[config.mk]
export PLATFORM = sky130hd
export DESIGN_NAME = priority_ready_queue_scheduler
export DESIGN_NICKNAME = d
export VERILOG_FILES = /design/src/sv/prq_pkg.sv /design/src/sv/prq_ram.sv /design/src/sv/prq_engine.sv /design/src/sv/priority_ready_queue_scheduler.sv
export VERILOG_INCLUDE_DIRS = /design/src /design/src/sv
export SDC_FILE = /design/constraint.sdc
export NUM_CORES = 2
export LEC_CHECK = 0
export ABC_AREA = 1
export BUFFER_PORTS_ARGS = -buffer_cell sky130_fd_sc_hd__clkbuf_2
export CAP_MARGIN = 20
export CORE_MARGIN = 4
export CORE_UTILIZATION = 60
export CTS_CLUSTER_SIZE = 28
export DETAILED_ROUTE_END_ITERATION = 7
export HOLD_SLACK_MARGIN = 0.15
export PLACE_DENSITY = 0.76
export SLEW_MARGIN = 20
export SYNTH_ARGS = -nofsm -noshare
export SYNTH_HDL_FRONTEND = slang
export SYNTH_SLANG_ARGS = --single-unit
export TNS_END_PERCENT = 20
[constraint.sdc]
create_clock -name clk -period 5.8 [get_ports clk]
set_input_delay 0.58 -clock clk [delete_from_list [all_inputs] [get_ports clk]]
set_output_delay 0.58 -clock clk [all_outputs]
set_load 0.01 [all_outputs]
[src/sv/priority_ready_queue_scheduler_defines.svh]
// Assertion macros used by the scheduler engine.
`ifndef PRIORITY_READY_QUEUE_SCHEDULER_DEFINES_SVH
`define PRIORITY_READY_QUEUE_SCHEDULER_DEFINES_SVH

// Same-cycle implication, sampled on clk and disabled during rst.
`define PRQ_ASSERT_IMP(lbl, ante, cons) \
  lbl: assert property (@(posedge clk) disable iff (rst) (ante) |-> (cons)) \
    else $error("scheduler check failed");

// Next-cycle implication, sampled on clk and disabled during rst.
`define PRQ_ASSERT_NEXT(lbl, ante, cons) \
  lbl: assert property (@(posedge clk) disable iff (rst) (ante) |=> (cons)) \
    else $error("scheduler check failed");

`endif

[src/sv/prq_pkg.sv]
`timescale 1ns / 1ps
package prq_pkg;

  localparam int NUM_LEVELS = 32;
  localparam int NUM_TASKS  = 32;
  localparam int LVL_W      = $clog2(NUM_LEVELS);
  localparam int TASK_W     = $clog2(NUM_TASKS);

  typedef enum logic [1:0] {
    OP_SET   = 2'd0,
    OP_WAKE  = 2'd1,
    OP_YIELD = 2'd2,
    OP_SCHED = 2'd3
  } prq_op_t;

  typedef enum logic [1:0] {
    ST_RUN   = 2'd0,
    ST_INT   = 2'd1,
    ST_UNINT = 2'd2,
    ST_DEAD  = 2'd3
  } prq_st_t;

  typedef enum logic [3:0] {
    S_IDLE,
    S_RDA,
    S_EVAL,
    S_DQ,
    S_ENQ,
    S_ENQ2,
    S_DEC,
    S_DEC2,
    S_OUT
  } prq_fsm_t;

  typedef struct packed {
    prq_op_t     op;
    logic [4:0]  task_req;
    logic [4:0]  task_prio;
    prq_st_t     new_state;
  } prq_req_t;

  typedef struct packed {
    logic [4:0]  next_task;
    logic        next_is_idle;
    logic        switched;
    logic        refused;
    logic        prev_dead;
    logic [31:0] ready_levels;
  } prq_res_t;

  // Priority encoder: lowest set level of the ready bitmap.
  function automatic logic [LVL_W-1:0] lowest_level(input logic [NUM_LEVELS-1:0] bm);
    logic [LVL_W-1:0] l;
    l = '0;
    for (int i = NUM_LEVELS - 1; i >= 0; i--) begin
      if (bm[i]) l = LVL_W'(i);
    end
    return l;
  endfunction

endpackage

[src/sv/prq_ram.sv]
`timescale 1ns / 1ps
module prq_ram #(
  parameter int WIDTH = 8,
  parameter int DEPTH = 32
) (
  input  logic                     clk,
  input  logic                     we,
  input  logic [$clog2(DEPTH)-1:0] waddr,
  input  logic [WIDTH-1:0]         wdata,
  input  logic [$clog2(DEPTH)-1:0] raddr,
  output logic [WIDTH-1:0]         rdata
);

  logic [WIDTH-1:0] mem [DEPTH];

  always_ff @(posedge clk) begin
    if (we) mem[waddr] <= wdata;
    rdata <= mem[raddr];
  end

endmodule

[src/sv/prq_engine.sv]
`timescale 1ns / 1ps
`include "priority_ready_queue_scheduler_defines.svh"
module prq_engine (
  input  logic              clk,
  input  logic              rst,
  input  logic              req_valid,
  input  prq_pkg::prq_req_t req,
  output logic              req_ready,
  output logic              res_valid,
  input  logic              res_ready,
  output prq_pkg::prq_res_t res
);
  import prq_pkg::*;

  prq_fsm_t state, state_next;

  // Captured item.
  prq_op_t             op;
  logic [TASK_W-1:0]   tsk;
  logic                task_ok;
  logic [LVL_W-1:0]    lvl_in;
  prq_st_t             new_st;

  // Working registers.
  logic [LVL_W-1:0]    lv;
  logic [TASK_W-1:0]   etask;
  logic                need;
  logic [TASK_W-1:0]   cur;
  logic                cur_idle;
  logic [NUM_LEVELS-1:0] bitmap;
  logic [NUM_TASKS-1:0]  st_valid;
  logic                st_vld_q;

  logic [4:0]          r_next_task;
  logic                r_idle, r_sw, r_ref, r_dead;

  // Memory ports.
  logic st_we, lvl_we, head_we, tail_we, nx_we, pv_we;
  logic [TASK_W-1:0] st_wa, st_ra, lvl_wa, lvl_ra, nx_wa, nx_ra, pv_wa, pv_ra;
  logic [LVL_W-1:0]  head_wa, head_ra, tail_wa, tail_ra;
  logic [1:0]        st_wd, st_rd;
  logic [LVL_W-1:0]  lvl_wd, lvl_rd;
  logic [TASK_W-1:0] head_wd, head_rd, tail_wd, tail_rd;
  logic [TASK_W-1:0] nx_wd, nx_rd, pv_wd, pv_rd;

  // Decode of the first lookup.
  prq_st_t           old_st;
  logic [LVL_W-1:0]  eff_lvl, lv_c;
  logic [TASK_W-1:0] addr_a, task_c;
  logic              need_c, enq, deq, refuse, yld_go, dq_keep;
  prq_fsm_t          after_enq;

  always_comb begin
    old_st    = st_vld_q ? prq_st_t'(st_rd) : ST_INT;
    addr_a    = (op == OP_YIELD) ? cur : tsk;
    eff_lvl   = (old_st == ST_RUN) ? lvl_rd : lvl_in;
    lv_c      = (state == S_EVAL) ? ((op == OP_YIELD) ? lvl_rd : eff_lvl) : lv;
    task_c    = (state == S_EVAL) ? addr_a : etask;
    need_c    = (bitmap == '0) || (lowest_level(bitmap) >= eff_lvl);
    refuse    = (op == OP_WAKE) && (old_st == ST_UNINT);
    enq       = ((op == OP_WAKE) || (new_st == ST_RUN)) && (old_st != ST_RUN);
    deq       = (op == OP_SET) && (new_st != ST_RUN) && (old_st == ST_RUN);
    yld_go    = !cur_idle && (old_st == ST_RUN) && bitmap[lvl_rd];
    dq_keep   = (op == OP_YIELD) && (head_rd == tail_rd);
    after_enq = ((op == OP_SET) || ((op == OP_WAKE) && !need)) ? S_OUT : S_DEC;
  end

  always_ff @(posedge clk) begin
    if (rst) state <= S_IDLE;
    else     state <= state_next;
  end

  always_comb begin
    state_next = state;
    unique case (state)
      S_IDLE: if (req_valid) state_next = S_RDA;
      S_RDA:  state_next = S_EVAL;
      S_EVAL: begin
        unique case (op)
          OP_SCHED: state_next = S_DEC;
          OP_YIELD: state_next = yld_go ? S_DQ : S_DEC;
          default: begin
            if (!task_ok || refuse)              state_next = S_OUT;
            else if (enq)                        state_next = S_ENQ;
            else if (deq && bitmap[eff_lvl])     state_next = S_DQ;
            else if ((op == OP_WAKE) && need_c)  state_next = S_DEC;
            else                                 state_next = S_OUT;
          end
        endcase
      end
      S_DQ: begin
        if (dq_keep)              state_next = S_DEC;
        else if (op == OP_YIELD)  state_next = S_ENQ;
        else                      state_next = S_OUT;
      end
      S_ENQ:  state_next = bitmap[lv] ? S_ENQ2 : after_enq;
      S_ENQ2: state_next = after_enq;
      S_DEC:  state_next = S_DEC2;
      S_DEC2: state_next = S_OUT;
      S_OUT:  if (res_ready) state_next = S_IDLE;
      default: state_next = S_IDLE;
    endcase
  end

  // Memory addressing and write-back.
  always_comb begin
    st_we = 1'b0;   st_wa = tsk;  st_wd = 2'(ST_RUN); st_ra = addr_a;
    lvl_we = 1'b0;  lvl_wa = etask; lvl_wd = lv;      lvl_ra = addr_a;
    head_we = 1'b0; head_wa = lv; head_wd = etask;    head_ra = lv_c;
    tail_we = 1'b0; tail_wa = lv; tail_wd = etask;    tail_ra = lv_c;
    nx_we = 1'b0;   nx_wa = pv_rd; nx_wd = nx_rd;     nx_ra = task_c;
    pv_we = 1'b0;   pv_wa = nx_rd; pv_wd = pv_rd;     pv_ra = task_c;
    req_ready = (state == S_IDLE);
    res_valid = (state == S_OUT);
    unique case (state)
      S_EVAL: begin
        if (((op == OP_SET) || (op == OP_WAKE)) && task_ok && !refuse) begin
          st_we = 1'b1;
          st_wd = (op == OP_WAKE) ? 2'(ST_RUN) : 2'(new_st);
        end
      end
      S_DQ: begin
        if (!dq_keep) begin
          if ((head_rd == etask) && (tail_rd == etask)) begin
            head_we = 1'b0;
          end else if (head_rd == etask) begin
            head_we = 1'b1;
            head_wd = nx_rd;
          end else if (tail_rd == etask) begin
            tail_we = 1'b1;
            tail_wd = pv_rd;
          end else begin
            // Middle of the list: splice the neighbors together.
            nx_we = 1'b1;
            pv_we = 1'b1;
          end
        end
      end
      S_ENQ: begin
        lvl_we = 1'b1;
        if (!bitmap[lv]) begin
          head_we = 1'b1;
          tail_we = 1'b1;
        end
      end
      S_ENQ2: begin
        nx_we = 1'b1;  nx_wa = tail_rd; nx_wd = etask;
        pv_we = 1'b1;  pv_wa = etask;   pv_wd = tail_rd;
        tail_we = 1'b1;
      end
      S_DEC: begin
        head_ra = lowest_level(bitmap);
        st_ra   = cur;
      end
      default: ;
    endcase
  end

  always_comb begin
    res.next_task    = r_next_task;
    res.next_is_idle = r_idle;
    res.switched     = r_sw;
    res.refused      = r_ref;
    res.prev_dead    = r_dead;
    res.ready_levels = 32'(bitmap);
  end

  // Run state has a known reset value; unwritten entries read as interruptible.
  always_ff @(posedge clk) begin
    if (rst) st_valid <= '0;
    else if (st_we) st_valid[st_wa] <= 1'b1;
    st_vld_q <= st_valid[st_ra];
  end

  always_ff @(posedge clk) begin
    if (rst) begin
      cur      <= '0;
      cur_idle <= 1'b1;
      bitmap   <= '0;
    end else begin
      case (state)
        S_IDLE: begin
          if (req_valid) begin
            op      <= req.op;
            tsk     <= TASK_W'(req.task_req);
            task_ok <= int'(req.task_req) < NUM_TASKS;
            lvl_in  <= (int'(req.task_prio) >= NUM_LEVELS) ? LVL_W'(NUM_LEVELS - 1)
                                                           : LVL_W'(req.task_prio);
            new_st  <= req.new_state;
          end
          r_next_task <= '0;
          r_idle      <= 1'b0;
          r_sw        <= 1'b0;
          r_ref       <= 1'b0;
          r_dead      <= 1'b0;
        end
        S_EVAL: begin
          lv    <= lv_c;
          etask <= task_c;
          need  <= need_c;
          r_ref <= task_ok && refuse;
        end
        S_DQ: begin
          if (!dq_keep && (head_rd == etask) && (tail_rd == etask)) bitmap[lv] <= 1'b0;
        end
        S_ENQ: bitmap[lv] <= 1'b1;
        S_DEC2: begin
          r_sw   <= 1'b1;
          r_dead <= !cur_idle && (old_st == ST_DEAD);
          if (bitmap == '0) begin
            cur_idle <= 1'b1;
            cur      <= '0;
            r_idle   <= 1'b1;
          end else begin
            cur_idle    <= 1'b0;
            cur         <= head_rd;
            r_next_task <= 5'(head_rd);
          end
        end
        default: ;
      endcase
    end
  end

  prq_ram #(.WIDTH(2), .DEPTH(NUM_TASKS)) u_state (
    .clk(clk), .we(st_we), .waddr(st_wa), .wdata(st_wd), .raddr(st_ra), .rdata(st_rd));
  prq_ram #(.WIDTH(LVL_W), .DEPTH(NUM_TASKS)) u_level (
    .clk(clk), .we(lvl_we), .waddr(lvl_wa), .wdata(lvl_wd), .raddr(lvl_ra), .rdata(lvl_rd));
  prq_ram #(.WIDTH(TASK_W), .DEPTH(NUM_LEVELS)) u_head (
    .clk(clk), .we(head_we), .waddr(head_wa), .wdata(head_wd), .raddr(head_ra),
    .rdata(head_rd));
  prq_ram #(.WIDTH(TASK_W), .DEPTH(NUM_LEVELS)) u_tail (
    .clk(clk), .we(tail_we), .waddr(tail_wa), .wdata(tail_wd), .raddr(tail_ra),
    .rdata(tail_rd));
  prq_ram #(.WIDTH(TASK_W), .DEPTH(NUM_TASKS)) u_next (
    .clk(clk), .we(nx_we), .waddr(nx_wa), .wdata(nx_wd), .raddr(nx_ra), .rdata(nx_rd));
  prq_ram #(.WIDTH(TASK_W), .DEPTH(NUM_TASKS)) u_prev (
    .clk(clk), .we(pv_we), .waddr(pv_wa), .wdata(pv_wd), .raddr(pv_ra), .rdata(pv_rd));

  `PRQ_ASSERT_IMP(a_idle_means_empty, res_valid && res.next_is_idle, res.ready_levels == '0)
  `PRQ_ASSERT_IMP(a_refuse_no_switch, res_valid && res.refused, !res.switched)
  `PRQ_ASSERT_NEXT(a_accept_starts, req_valid && (state == S_IDLE), state == S_RDA)

endmodule

[src/sv/priority_ready_queue_scheduler.sv]
`timescale 1ns / 1ps
// A result beat is offered after the engine steps through S_RDA, S_EVAL, the states of
// S_DQ/S_ENQ/S_ENQ2/S_DEC/S_DEC2 its operation needs, and S_OUT; a state change without
// a switch is shortest, a yield that rotates its level is longest. One item at a time:
// the next input is taken once the last result leaves S_OUT (an output stall holds it).
// Reset: ready bitmap cleared, all tasks interruptible, idle current; lists undefined.
module priority_ready_queue_scheduler (
  input  logic        clk,
  input  logic        rst,
  input  logic        in_valid,
  output logic        in_stall,
  input  logic [1:0]  op,
  input  logic [4:0]  task_req,
  input  logic [4:0]  task_prio,
  input  logic [1:0]  new_state,
  output logic        out_valid,
  input  logic        out_stall,
  output logic [4:0]  next_task,
  output logic        next_is_idle,
  output logic        switched,
  output logic        refused,
  output logic        prev_dead,
  output logic [31:0] ready_levels
);
  import prq_pkg::*;

  prq_req_t req;
  prq_res_t res, res_reg;
  logic     req_ready, res_valid, res_ready;

  assign req.op        = prq_op_t'(op);
  assign req.task_req  = task_req;
  assign req.task_prio = task_prio;
  assign req.new_state = prq_st_t'(new_state);
  assign in_stall      = !req_ready;

  // The output register frees the engine as soon as a result beat is parked here.
  assign res_ready = !out_valid || !out_stall;

  always_ff @(posedge clk) begin
    if (rst) begin
      out_valid <= 1'b0;
    end else if (res_valid && res_ready) begin
      out_valid <= 1'b1;
    end else if (!out_stall) begin
      out_valid <= 1'b0;
    end
    if (res_valid && res_ready) res_reg <= res;
  end

  assign next_task    = res_reg.next_task;
  assign next_is_idle = res_reg.next_is_idle;
  assign switched     = res_reg.switched;
  assign refused      = res_reg.refused;
  assign prev_dead    = res_reg.prev_dead;
  assign ready_levels = res_reg.ready_levels;

  prq_engine u_engine (
    .clk(clk), .rst(rst),
    .req_valid(in_valid), .req(req), .req_ready(req_ready),
    .res_valid(res_valid), .res_ready(res_ready), .res(res));

endmodule
==> impl_metrics.yaml <==
yosys:
  synth_compound_gate_area_share_pct: 12.4
  synthAdderAreaFrac_pct: 0.144
  synth_edf_count: 939
  synth_mux_area_share_pct: 0
  synth_nets: 3897
  synth-simple-area-share_pct: 13.3
  netlist_area_um2: 43600
  synth_xor_area_share_pct: 0.201
  postSynthAreaPerCell_um2: 11.3
  ys_seq_area_share_pct: 69.4
  yosysUniqueCellTypes: 47
  synth_flop_cell: "edfxtp_1"
  yosysWarnings: 0
  synthArstFlopShare_pct: 0
  synth_top_family_by_area: "simple AND/OR/NAND/NOR gates"
  syn_inst: 3874
  ys_seq_elements: 1042
place:
  numPortBuffers: 60
  dp_hpwl_um: 71100
  gp_congestion: 0.981
  detailedPlace.worstSlack_ns: 1.14
sta:
  min_period_ns: 4.62
  rsz0062_at_grt: "false"
  hold_viol: 0
  fin_worst_skew_ns: 0.0342
  max_freq_mhz: 216
  layout_worst_path_cycle_share_pct: 79.6
  slew_violations: 0
  relSlewSlack_pct: 22.5
  worst_pin_slew_ns: 1.16
  tns_ns: 0
  finalSetupViolCount: 0
  setup_slack_ns: 1.18
worst_hold_path:
  hold_class: "input port to flip-flop"
critical_path:
  crit_path_start_kind: "flip-flop"
  setup.worst_path.end_class: "flip-flop"
  arrival_ns: 5.21
  max_stage_delay_ns: 1.00
  rrSetupSlack_ns: 1.18
  crit_family: "simple AND/OR/NAND/NOR gates"
  path_buf_inv: 1
  cp_max_fo: 81
  crit_path_frequent_cell: "nand2_1"
  crit_required_ns: 6.40
  crit_type: "flip-flop to flip-flop"
  slowest_stage: "nand2_4"
power_and_ir_drop:
  irDropWorstVdd_v: 0.000325
  seqPwrFrac_pct: 42.1
  p_sw_share_pct: 33.8
  combPwrFrac_pct: 26.8
  clkPwrFrac_pct: 31.1
  p_sw_mw: 7.33
  powerDensity_nw_per_um2: 448
  total_leakage_power_nw: 16.9
  p_int_mw: 14.4
detailed_routing:
  ant_nets: 0
  wire_per_inst_um: 23.1
  first_iter_violations: 4264
  dr.pass1.iters: 8
  wl_um: 114000
  via_per_inst: 6.26
  num_vias: 30800
  drc_errors: 0
floorplan:
  core_area_um2: 71700
  die-area_um2: 77000
  die-height_um: 278
  fp.dieW_um: 278
  ios: 61
  initial_utilization_pct: 60.8
  placementRows: 98
grt:
  grt_pass1_vias: 29000
  grt_pass1_wl_um: 172000
  grt_start_max_net_pins: 114
  antenna_found_initial: 0
  overflow: 0
  grt_usage_pct: 28.7
clock_tree:
  clockBufferDepth: 3
  ctsHtreeMaxLevel: 3
  cts_root_buf: "clkbuf_16"
  clk_latency_ns: 0.67
  clkTransAtPathRegs_ns: 0.06
  cts_buffers: 100
  cts_tree: "yes"
  cts_setup_buffers: 0
  cts_sinks: 1042
cells_and_area:
  layout.nets: 3914
  drive_gt1_share_pct: 8.37
  fillCellCount: 5175
  area_growth_pct: 11.1
  antenna_cells: 0
status:
  outcome: "complete, no violations"
job:
  cap_violations: 0
==> what timing repair did <==
action	CTS	global route
hold buffers	9	0
gates resized for setup	0	0
endpoints found under the hold margin	9	0
==> layout by cell type (no fill, tap or decap), types with 21 or more instances in the layout <==
cell type and n:
a21oi_1 85, edfxtp_1 939, nand3b_1 21, o21ai_1 23, a31oi_1 28, o221ai_1 107
o21ai_0 418, o21bai_1 28, buf_4 67, o211ai_1 25, dfxtp_1 103, clkbuf_16 102
clkbuf_1 24, nor2_1 717, clkbuf_2 59, inv_1 266, nand2_1 408, nand3_1 244
o22ai_1 56
==> through the flow <==
| step | hold WS (ns) | cell area [um^2] | cells | power (mW) | utilization, % |
|---|---|---|---|---|---|
| 3_5_place_dp | 0.405 | 44800 | 4727 | 14.9 | 62.5 |
| 2_1_floorplan | 0.400 | 43600 | 3874 | 12.9 | - |
| 6_report | 0.198 | 48400 | 4929 | 21.7 | 67.5 |
| 4_1_cts | 0.161 | 48400 | 4926 | 21.6 | 67.4 |
| 3_3_place_gp | 0.400 | 44800 | 4727 | 14.8 | 62.5 |
| 5_1_grt | 0.180 | 48400 | 4929 | 22.6 | 67.5 |
==> worst register-to-register path, delay by kind of cell, from the launching register on <==
family | cells | cell delay (ns)
buffers and inverters | 1 | 0.09
flip-flops | 1 | 0.47
AND/OR/NAND/NOR | 39 | 4.01
==> routing by layer <==
layer	vias to the layer above	track usage [%]	share of wire (%)
met5	-	0	0
met4	0	9.00	2.9
met3	235	4.44	10
met2	1775	45.3	47
met1	14900	41.8	40
li1	13900	-	-
==> path summary, 6_finish.rpt <==
| path | from | to | depth (start not counted) |
|---|---|---|---|
| setup reg to reg | flip-flop | u_engine.u_head.rdata[0] | 40 |
| hold reg to reg | u_engine.r_next_task[1] | next_task[1] | 0 |
| setup / recovery | flip-flop | u_engine.u_head.rdata[0] | 40 |
| hold / removal | task_prio[2] | u_engine.lvl_in[2] | 1 |
==> final cells by class <==
class	count	area, um^2	share of cell area [%]
inverters	288	1090	2.24
clock inverters	51	636	1.31
repair buffers	139	938	1.94
clock buffers	139	2820	5.83
flip-flops and latches	1042	30300	62.5
multi-input cells	2320	11500	23.7
well taps	950	1190	2.46
==> cell families (layout without fill, tap and decap cells) <==
| kind of cell | count (synthesis) | count (layout) |
|---|---|---|
| simple gates | 1424 | 1424 |
| flops | 1042 | 1042 |
| compound gates | 881 | 881 |
| buf+inv | 512 | 617 |
| xor+xnor | 10 | 10 |
| fa+ha+maj | 5 | 5 |
==> Yosys cell counts (all sizes together) (2+ instances only) <==
master   count  area share [%]
edfxtp     939              65
nor2       721             6.2
o21ai      461             5.3
nand2      412             3.6
inv        283             2.4
nand3      245             2.8
clkbuf     197             1.7
o221ai     107             2.2
dfxtp      103             4.7
a21oi       87             1.0
o22ai       56            0.80
o311ai      32            0.64
a31oi       28            0.40
o21bai      28            0.48
buf         27            0.39
o211ai      25            0.43
nand3b      21            0.36
a311oi      18            0.36
nor3        18            0.21
o211a       10            0.23
o21a         9            0.16
xor2         6            0.12
clkinv       5           0.043
ha           5            0.14
nor4         5           0.072
o311a        5            0.11
o32ai        5            0.10
xnor2        4           0.080
a2111oi      2           0.040
a21boi       2           0.034
o31ai        2           0.034
==> power groups by stage <==
| stage | sequential (mW) | clock, mW | combinational (mW) |
|---|---|---|---|
| floorplan | 9.19 | 0 | 3.72 |
| global placement | 9.28 | 0 | 5.54 |
| detailed placement | 9.28 | 0 | 5.62 |
| CTS | 9.13 | 6.79 | 5.66 |
| global route | 9.14 | 7.13 | 6.29 |
| finish | 9.13 | 6.75 | 5.81 |
==> flip-flops by register name (all words and copies together), names as in the netlist, 32 cells and up, named ones only <==
name and count:
u_engine.u_next.mem 160, u_engine.u_head.mem 160, u_engine.st_valid 32, u_engine.u_level.mem 160, u_engine.u_state.mem 64, ready_levels 32, u_engine.u_prev.mem 160, u_engine.u_tail.mem 160
Power figures use the tool's default switching activity.
